## src/rtl/core/spq_pkg.sv

```systemverilog
// Package with the word types, codes and cell control struct of the sorted priority queue.
`default_nettype none

package spq_pkg;

   localparam logic CMD_INSERT = 1'b0;
   localparam logic CMD_REMOVE = 1'b1;

   localparam logic [1:0] ST_INSERTED = 2'd0;
   localparam logic [1:0] ST_FULL     = 2'd1;
   localparam logic [1:0] ST_REMOVED  = 2'd2;
   localparam logic [1:0] ST_EMPTY    = 2'd3;

   typedef struct packed {
      logic        cmd;
      logic [7:0]  priority_req;
      logic [15:0] payload;
   } req_word_type;

   typedef struct packed {
      logic [1:0]  status;
      logic [7:0]  out_priority;
      logic [15:0] out_payload;
      logic [4:0]  fill_level;
   } rsp_word_type;

   typedef struct packed {
      logic [7:0]  prio;
      logic [15:0] data;
   } entry_type;

   typedef struct packed {
      logic      insert_en;
      logic      remove_en;
      entry_type new_entry;
   } cell_ctrl_type;

endpackage

`default_nettype wire

```

## src/rtl/core/spq_cell.sv

```systemverilog
// One slot of the sorted chain: holds an entry and shifts it left or right.
`default_nettype none

module spq_cell
   import spq_pkg::*;
(
   input  wire logic          clock,
   input  wire cell_ctrl_type ctrl,
   input  wire logic          occupied,
   input  wire entry_type     left_entry,
   input  wire logic          left_place,
   input  wire entry_type     right_entry,
   output entry_type          entry,
   output logic               place
);

   entry_type entry_ff;
   entry_type entry_in;

   // A slot is at or past the insert point when it is empty or holds a larger priority.
   assign place = !occupied || (entry_ff.prio > ctrl.new_entry.prio);

   always_comb begin
      entry_in = entry_ff;
      if (ctrl.insert_en && place) begin
         if (left_place) begin
            entry_in = left_entry;
         end else begin
            entry_in = ctrl.new_entry;
         end
      end else if (ctrl.remove_en) begin
         entry_in = right_entry;
      end
   end

   always_ff @(posedge clock) begin
      entry_ff <= entry_in;
   end

   assign entry = entry_ff;

endmodule

`default_nettype wire

```

## src/rtl/core/sorted_priority_queue_unit.sv

```systemverilog
// Top level of the sorted priority queue built from a chain of slot cells.
`default_nettype none

// The queue keeps up to DEPTH priority/data pairs in ascending priority order in a row of
// cells; equal priorities leave in arrival order. All cells compare against the new
// priority and shift in the same clock, so one request word is accepted per cycle while
// req_ready is high, and its response word is in the output register in the next cycle.
// A new request is taken whenever the output register is empty or is being read in that cycle.
// Slot contents are undefined after reset; only the stored count and the valid flag are cleared.

module sorted_priority_queue_unit
   import spq_pkg::*;
#(
   parameter int DEPTH = 16
)
(
   input  wire logic         clock,
   input  wire logic         reset,
   input  wire logic         req_valid,
   output logic              req_ready,
   input  wire req_word_type req_word,
   output logic              rsp_valid,
   input  wire logic         rsp_ready,
   output rsp_word_type      rsp_word
);

   localparam int CW = $clog2(DEPTH + 1);

   logic [CW-1:0] count_ff;
   logic [CW-1:0] count_in;
   logic          rsp_valid_ff;
   logic          rsp_valid_in;
   rsp_word_type  rsp_word_ff;
   rsp_word_type  rsp_word_in;

   logic          fire;
   logic          is_full;
   logic          is_empty;
   logic [CW+4:0] count_ext;
   cell_ctrl_type ctrl;

   entry_type     cell_entry [DEPTH];
   logic          cell_place [DEPTH];
   logic          occupied   [DEPTH];

   assign req_ready = !rsp_valid_ff || rsp_ready;
   assign fire      = req_valid && req_ready;
   assign is_full   = (count_ff == CW'(DEPTH));
   assign is_empty  = (count_ff == '0);

   assign ctrl.insert_en      = fire && (req_word.cmd == CMD_INSERT) && !is_full;
   assign ctrl.remove_en      = fire && (req_word.cmd == CMD_REMOVE) && !is_empty;
   assign ctrl.new_entry.prio = req_word.priority_req;
   assign ctrl.new_entry.data = req_word.payload;

   for (genvar i = 0; i < DEPTH; i++) begin : g_cell
      entry_type left_entry;
      logic      left_place;
      entry_type right_entry;

      assign occupied[i] = (count_ff > CW'(i));

      if (i == 0) begin : g_first
         assign left_entry = ctrl.new_entry;
         assign left_place = 1'b0;
      end else begin : g_inner
         assign left_entry = cell_entry[i-1];
         assign left_place = cell_place[i-1];
      end

      if (i == DEPTH - 1) begin : g_last
         assign right_entry = cell_entry[i];
      end else begin : g_body
         assign right_entry = cell_entry[i+1];
      end

      spq_cell u_cell (
         .clock       (clock),
         .ctrl        (ctrl),
         .occupied    (occupied[i]),
         .left_entry  (left_entry),
         .left_place  (left_place),
         .right_entry (right_entry),
         .entry       (cell_entry[i]),
         .place       (cell_place[i])
      );
   end

   always_comb begin
      count_in = count_ff;
      if (ctrl.insert_en) begin
         count_in = count_ff + CW'(1);
      end else if (ctrl.remove_en) begin
         count_in = count_ff - CW'(1);
      end
   end

   assign count_ext = {5'b0, count_in};

   always_comb begin
      rsp_word_in              = rsp_word_ff;
      rsp_valid_in             = rsp_valid_ff;
      if (rsp_valid_ff && rsp_ready) begin
         rsp_valid_in = 1'b0;
      end
      if (fire) begin
         rsp_valid_in             = 1'b1;
         rsp_word_in.out_priority = '0;
         rsp_word_in.out_payload  = '0;
         rsp_word_in.fill_level   = count_ext[4:0];
         if (req_word.cmd == CMD_INSERT) begin
            rsp_word_in.status = is_full ? ST_FULL : ST_INSERTED;
         end else if (is_empty) begin
            rsp_word_in.status = ST_EMPTY;
         end else begin
            rsp_word_in.status       = ST_REMOVED;
            rsp_word_in.out_priority = cell_entry[0].prio;
            rsp_word_in.out_payload  = cell_entry[0].data;
         end
      end
   end

   always_ff @(posedge clock) begin
      if (reset) begin
         count_ff     <= '0;
         rsp_valid_ff <= 1'b0;
      end else begin
         count_ff     <= count_in;
         rsp_valid_ff <= rsp_valid_in;
      end
      rsp_word_ff <= rsp_word_in;
   end

   assign rsp_valid = rsp_valid_ff;
   assign rsp_word  = rsp_word_ff;

   a_count_bound: assert property (@(posedge clock) disable iff (reset)
      count_ff <= CW'(DEPTH))
      else $error("Stored count exceeds the depth.");

   a_insert_count: assert property (@(posedge clock) disable iff (reset)
      ctrl.insert_en |=> (count_ff == $past(count_ff) + CW'(1)))
      else $error("Accepted insert did not raise the stored count.");

   a_empty_remove: assert property (@(posedge clock) disable iff (reset)
      (fire && (req_word.cmd == CMD_REMOVE) && is_empty) |=>
         (rsp_valid && (rsp_word.status == ST_EMPTY) && (rsp_word.out_priority == 8'd0)))
      else $error("Remove on an empty queue did not report empty.");

   a_idle_count: assert property (@(posedge clock) disable iff (reset)
      !fire |=> $stable(count_ff))
      else $error("Stored count changed without an accepted word.");

endmodule

`default_nettype wire

```

## config.mk

```make
export PLATFORM = sky130hd
export DESIGN_NAME = sorted_priority_queue_unit
export DESIGN_NICKNAME = d
export VERILOG_FILES = /design/src/rtl/core/spq_pkg.sv /design/src/rtl/core/spq_cell.sv /design/src/rtl/core/sorted_priority_queue_unit.sv
export SDC_FILE = /design/constraint.sdc
export NUM_CORES = 1
export LEC_CHECK = 0
export BUFFER_PORTS_ARGS = -buffer_cell sky130_fd_sc_hd__buf_2
export CORE_MARGIN = 1.5
export CORE_UTILIZATION = 62
export DETAILED_ROUTE_END_ITERATION = 16
export HOLD_SLACK_MARGIN = 0.12
export PLACE_DENSITY_LB_ADDON = 0.08
export SYNTH_ARGS = -nofsm -noshare
export SYNTH_HDL_FRONTEND = slang
export SYNTH_HIERARCHICAL = 1
export SYNTH_SLANG_ARGS = --single-unit
```

## constraint.sdc

```tcl
create_clock -name clock -period 5.45 [get_ports clock]
set_input_delay 0.2725 -clock clock [delete_from_list [all_inputs] [get_ports clock]]
set_output_delay 0.2725 -clock clock [all_outputs]
set_load 0.03 [all_outputs]
```

==> metrics.yaml, run 1 <==
clk_latency_ns: 0.58
clkTransAtPathRegs_ns: 0.06
place_area_sq_mm: 0.0277
multi_input_area_sq_mm: 0.0133
drv_slew: 0
setup_ws_ns: 1.56
layout.area.seq_sq_mm: 0.0126
synth.avg_cell_area_sq_um: 13.5
overflow: 0
setup_viol: 0
pwr-share-comb_pct: 36.0
leakage_nw: 12.0
grt_start_max_net_pins: 37
timing.fmax_ghz: 0.257
root_buffer: "clkbuf_16"
crit_path_cell_trace: "inv_1 -> ha_1 -> and4bb_1 -> nor4b_4 -> buf_4 -> o211a_1 -> buf_4 -> or2_2"
layout_common_cells: "415 x edfxtp_1, 352 x mux2_2, 304 x mux2_4"
maxCapViolCount: 0
rsz0062_at_grt: "false"
syn2layout_area_growth_pct: 6.02
final_nets: 2231
timing.final.crit_share_pct: 71.4
ant_nets: 0
start_util_pct: 62.6
ios: 62
cts_tree: "built"
fillCellCount: 3234
p_int_mw: 9.12
synth_cells: 2044
worst_hold_path_type: "input pin to flip-flop"
cp_common_cell: "buf_4"
die-area_sq_mm: 0.0457
grt.total_usage_pct: 25.7
worstPathMaxFanout: 25
slowest_delay_ns: 0.72
place.gp.congestion: 0.886
crit_slowest_cell: "nor4b_4"
p_per_area_mw_per_mm2: 453
drive_above_1_share_pct: 40.2
power_frac_seq_pct: 40.3
numPortBuffers: 61
post-place-ws_ns: 1.58
fp.dieW_um: 214
finalInstanceArea_sq_mm: 0.0292
worst_pin_slew_ns: 1.16
cp-end-kind: "flip-flop"
slew_headroom_pct: 22.7
die-height_um: 214
finalSetupTns_ns: 0
dpl.hpwl_um: 42700
finalPower_mw: 13.2
critical_path_class: "flip-flop to flip-flop"
clk_path_buf_depth: 3
required_ns: 5.65
syn_area_sq_mm: 0.0276
htreeDepth: 2
post_cts_buffers: 0
wirelength_um: 58000
coreArea_sq_mm: 0.0440
ir_drop_v: 0.000289
via_count: 15935
numCtsBuffers: 46
status: "completed"
antenna_found_initial: 1
grt_pass1_vias: 16510
crit_path_start_kind: "flip-flop"
drtIter0Drc: 961
vias_per_cell: 5.91
remaining_drc_errors: 0
fin_skew_ns: 0.0104
final_common_cell: "edfxtp_1"
power_frac_clock_pct: 23.7
switching_power_mw: 4.12
yosysWarnings: 6
row_count: 77
cts.sinks: 421
fin_crit_ns: 3.89
grt_pass1_wl_um: 91800
sw_frac_of_total_pct: 31.1
wl_per_cell_um: 21.5
dr.pass1.iters: 5
cp.arrival_ns: 4.10
finalHoldViolCount: 0
==> metal layers <==
| layer | part of all wire (%) | up-vias | routed length [um] | track usage [%] |
|---|---|---|---|---|
| met1 | 45 | 7822 | 26100 | 34.5 |
| met2 | 48 | 365 | 28100 | 43.7 |
| li1 | - | 7645 | - | - |
| met5 | 0 | - | 0 | 0 |
| met4 | 2.5 | 0 | 1430 | 7.36 |
| met3 | 4.1 | 103 | 2380 | 3.62 |
==> metrics by stage <==
stage | std cells | util (%) | hold WS, ns
finish | 2696 | 66.3 | 0.173
global route | 2696 | 66.3 | 0.161
CTS | 2695 | 66.3 | 0.139
detailed placement | 2610 | 62.9 | 0.559
global placement | 2610 | 62.9 | 0.553
floorplan | 2047 | - | 0.342
==> layout make-up <==
class	count	area share [%]
antenna	1	0.00857
clock buffer	56	4.21
clock inverter	27	0.900
inverter	166	2.13
multi-input combinational	1351	45.5
sequential	421	43.1
tap	592	2.54
timing repair buffer	82	1.60
==> timing repair <==
item                                    4_1_cts  5_1_grt
hold buffers                                  2        0
hold endpoints to repair                      6        0
endpoints found under the setup margin        0        0
gates resized for setup                       0        0
==> flip-flops by register name, summed over array words and instances, names as in the netlist <==
signal and count:
count_ff 5, g_cell.u_cell/entry 384, rsp_valid 1, rsp_word 31
==> critical path, delay by kind of cell (launching register included) <==
kind | cells | cell delay [ns]
AOI/OAI and AO/OA | 1 | 0.18
adders and majority gates | 1 | 0.25
buffers and inverters | 3 | 0.93
DFF | 1 | 0.53
and+or+nand+nor | 3 | 1.60
==> power groups by stage <==
stage	Sequential [mW]	Clock, mW	Combinational [mW]
2_1_floorplan	5.20	0	3.96
3_3_place_gp	5.36	0	4.60
3_5_place_dp	5.40	0	4.75
4_1_cts	5.33	3.20	4.77
5_1_grt	5.42	3.31	5.19
6_report	5.34	3.13	4.77
==> final timing paths <==
| path | endpoint | start | cells after the start | slack, ns |
|---|---|---|---|---|
| min reg2reg | g_cell[6].u_cell/entry[11]$_DFFE_PP_ | g_cell[7].u_cell/entry[11]$_DFFE_PP_ | 1 | 0.57 |
| max | g_cell[14].u_cell/entry[8]$_DFFE_PP_ | count_ff[1]$_SDFF_PP0_ | 8 | 1.56 |
| min | rsp_valid$_SDFFE_PP0P_ | rsp_ready | 3 | 0.17 |
| max reg2reg | g_cell[14].u_cell/entry[8]$_DFFE_PP_ | count_ff[1]$_SDFF_PP0_ | 8 | 1.56 |
Power figures use the tool's default switching activity.
==> run 2: changes to the inputs <==
--- a/config.mk
+++ b/config.mk
@@ -5,9 +5,10 @@
 export SDC_FILE = /design/constraint.sdc
 export NUM_CORES = 1
 export LEC_CHECK = 0
+export ABC_AREA = 1
 export BUFFER_PORTS_ARGS = -buffer_cell sky130_fd_sc_hd__buf_2
 export CORE_MARGIN = 1.5
-export CORE_UTILIZATION = 62
+export CORE_UTILIZATION = 58
 export DETAILED_ROUTE_END_ITERATION = 16
 export HOLD_SLACK_MARGIN = 0.12
 export PLACE_DENSITY_LB_ADDON = 0.08
==> constraint.sdc (replaced) <==
create_clock -name clock -period 3.5 [get_ports clock]
set_input_delay 0.175 -clock clock [delete_from_list [all_inputs] [get_ports clock]]
set_output_delay 0.175 -clock clock [all_outputs]
set_load 0.03 [all_outputs]
==> metrics.yaml, run 2 <==
clk_path_buf_depth: 3  # unchanged
leakage_nw: 13.8  # was 12.0 nW
final_common_cell: "nand2_1"  # was edfxtp_1
htreeDepth: 2  # unchanged
ant_nets: 0  # unchanged
setup_ws_ns: 0.297  # was 1.56 ns
syn_area_sq_mm: 0.0279  # was 0.0276 sq mm
ir_drop_v: 0.000411  # was 0.000289 V
crit_path_start_kind: "flip-flop"  # unchanged
critical_path_class: "flip-flop to flip-flop"  # unchanged
place.gp.congestion: 0.921  # was 0.886
status: "completed"  # unchanged
syn2layout_area_growth_pct: 7.39  # was 6.02%
wl_per_cell_um: 21.0  # was 21.5 um
fin_crit_ns: 3.20  # was 3.89 ns
cts.sinks: 421  # unchanged
crit_slowest_cell: "o21ai_0"  # was nor4b_4
finalHoldViolCount: 0  # unchanged
coreArea_sq_mm: 0.0476  # was 0.0440 sq mm
yosys.cell_count.top_type: "nand2_1"
cp.arrival_ns: 3.53  # was 4.10 ns
die-area_sq_mm: 0.0495  # was 0.0457 sq mm
dpl.hpwl_um: 53700  # was 42700 um
synth-xor-area-share_pct: 0
grt.met1_usage_pct: 38.7  # was 34.5%
grt.total_usage_pct: 31.5  # was 25.7%
root_buffer: "clkbuf_16"  # unchanged
remaining_drc_errors: 0  # unchanged
grt_pass1_vias: 22079  # was 16510
cts_resized: 0  # unchanged
synth_ff_type: "edfxtp_1"
rsz0062_at_grt: "false"  # unchanged
start_util_pct: 58.6  # was 62.6%
final_nets: 3223  # was 2231
synth_seq_cells: 421
finalSetupTns_ns: 0  # unchanged
worst_pin_slew_ns: 0.795  # was 1.16 ns
ios: 62  # unchanged
worst_hold_path_type: "input pin to flip-flop"  # unchanged
ys_seq_area_share_pct: 45.0
crit_path_cell_trace: "nor3_1 -> o21ai_0 -> a21boi_0 -> nand2_4 -> mux2_2 -> nand3_1 -> nand2_1"  # was inv_1 -> ha_1 -> and4bb_1 -> nor4b_4 -> buf_4 -> o211a_1 -> buf_4 -> or2_2
numCtsBuffers: 49  # was 46
fp.dieW_um: 222  # was 214 um
fin_skew_ns: 0.0175  # was 0.0104 ns
clkTransAtPathRegs_ns: 0.06  # about the same
die-height_um: 222  # was 214 um
yosysWarnings: 6  # unchanged
dr.pass1.iters: 5  # unchanged
post-place-ws_ns: 0.380  # was 1.58 ns
crit_buf_inv: 0  # was 3
timing.fmax_ghz: 0.312  # was 0.257 GHz
synth.avg_cell_area_sq_um: 9.22  # was 13.5 sq um
overflow: 0  # unchanged
synth-async-reset-ratio_pct: 0
wirelength_um: 77800  # was 58000 um
grt_start_max_net_pins: 72  # was 37
hold_ws_ns: 0.347  # was 0.173 ns
synth-simple-area-share_pct: 27.0
vias_per_cell: 5.92  # was 5.91
fin_util_pct: 63.0  # was 66.3%
timing.final.crit_share_pct: 91.5  # was 71.4%
clk_latency_ns: 0.59  # was 0.58 ns
met3_usage_pct: 4.76  # was 3.62%
p_per_area_mw_per_mm2: 538  # was 453 mW/mm^2
synth_cells: 3028  # was 2044
row_count: 80  # was 77
yosysUniqueCellTypes: 38
slew_headroom_pct: 46.4  # was 22.7%
synthMuxAreaShare_pct: 11.0
worstPathMaxFanout: 52  # was 25
antenna_cells: 0  # was 1
synth_edf_count: 415
synth_top_area_cell: "edfxtp_1"
met2_usage_pct: 54.9  # was 43.7%
maxCapViolCount: 0  # unchanged
required_ns: 3.83  # was 5.65 ns
layout_common_cells: "913 x nand2_1, 415 x edfxtp_1, 391 x nand3_1"  # was 415 x edfxtp_1, 352 x mux2_2, 304 x mux2_4
busiest_layer: "met2"  # unchanged
finalPower_mw: 16.1  # was 13.2 mW
drive_above_1_share_pct: 23.0  # was 40.2%
via_count: 21925  # was 15935
cts_tree: "built"  # unchanged
synth_top_cells_by_count: "913 x nand2_1, 415 x edfxtp_1, 391 x nand3_1"
synth_top_family_by_area: "simple AND/OR/NAND/NOR gates"
drtIter0Drc: 1743  # was 961
synth_adder_area_share_pct: 6.00
largest_register_ffs: 384  # unchanged
slowest_delay_ns: 0.65  # was 0.72 ns
numPortBuffers: 61  # unchanged
antenna_found_initial: 2  # was 1
crit_family: "compound AO/OA/AOI/OAI gates"  # was simple AND/OR/NAND/NOR gates
synth_top_area_share_pct: 44.6
drv_slew: 0  # unchanged
synth_compound_area_share_pct: 3.40
synthTopCellsByArea: "edfxtp_1 45%, nand2_1 12%, mux2_2 11%"
setup_viol: 0  # unchanged
grt_pass1_wl_um: 121000  # was 91800 um
cp-end-kind: "flip-flop"  # unchanged
[run 2: worst reg2reg max path, stage by stage, from the launching register on]
cell and delay, ns:
dfxtp_1 0.52, nor3_1 0.14, o21ai_0 0.65, a21boi_0 0.53, nand2_4 0.49, mux2_2 0.47
nand3_1 0.10, nand2_1 0.07
[run 2: kinds of logic after synthesis]
group / Yosys count
compound gates: 178
fa+ha+maj: 134
buf+inv: 399
flops: 421
mux: 272
other cells: 1
simple gates: 1623
[run 2: routing by layer]
metal | wire, um | part of all wire (%)
met1 | 30500 | 39
met4 | 3390 | 4.3
met5 | 0 | 0
met3 | 5080 | 6.5
met2 | 38900 | 50
[run 2: repair_timing]
action                     4_1_cts  5_1_grt
hold endpoints to repair        13        0
setup endpoints to repair        0        0
hold buffers                     4        0
buffers inserted                 0        0
[run 2: final timing paths]
| path | endpoint | slack [ns] | cells past startpoint | from |
|---|---|---|---|---|
| max reg2reg | g_cell[10].u_cell/entry[7]$_DFFE_PP_ | 0.30 | 7 | count_ff[2]$_SDFF_PP0_ |
| min reg2reg | g_cell[9].u_cell/entry[3]$_DFFE_PP_ | 0.54 | 2 | g_cell[10].u_cell/entry[3]$_DFFE_PP_ |
| max | g_cell[10].u_cell/entry[7]$_DFFE_PP_ | 0.30 | 7 | count_ff[2]$_SDFF_PP0_ |
| min | g_cell[8].u_cell/entry[16]$_DFFE_PP_ | 0.35 | 4 | req_word[16] |
[run 2: through the flow]
step,area [sq um],instances
final,30000,3703
after global routing,30000,3703
after CTS,30000,3703
after detailed placement,28500,3620
after global placement,28500,3620
after floorplan,27900,3031
[run 2: cell type report]
class	instances	area, sq um
inverter	236	893
clock buffer	57	1260
fill	3966	17700
sequential	421	12600
tap	615	769
timing repair buffer	141	1030
clock inverter	22	205
multi-input combinational	2211	13300
[run 2: where the power goes]
part           switching, mW  total, mW  internal [mW]
combinational           2.62       4.18           1.57
clock                   2.04       4.86           2.82
sequential             0.545       7.10           6.55
total                   5.20       16.1           10.9
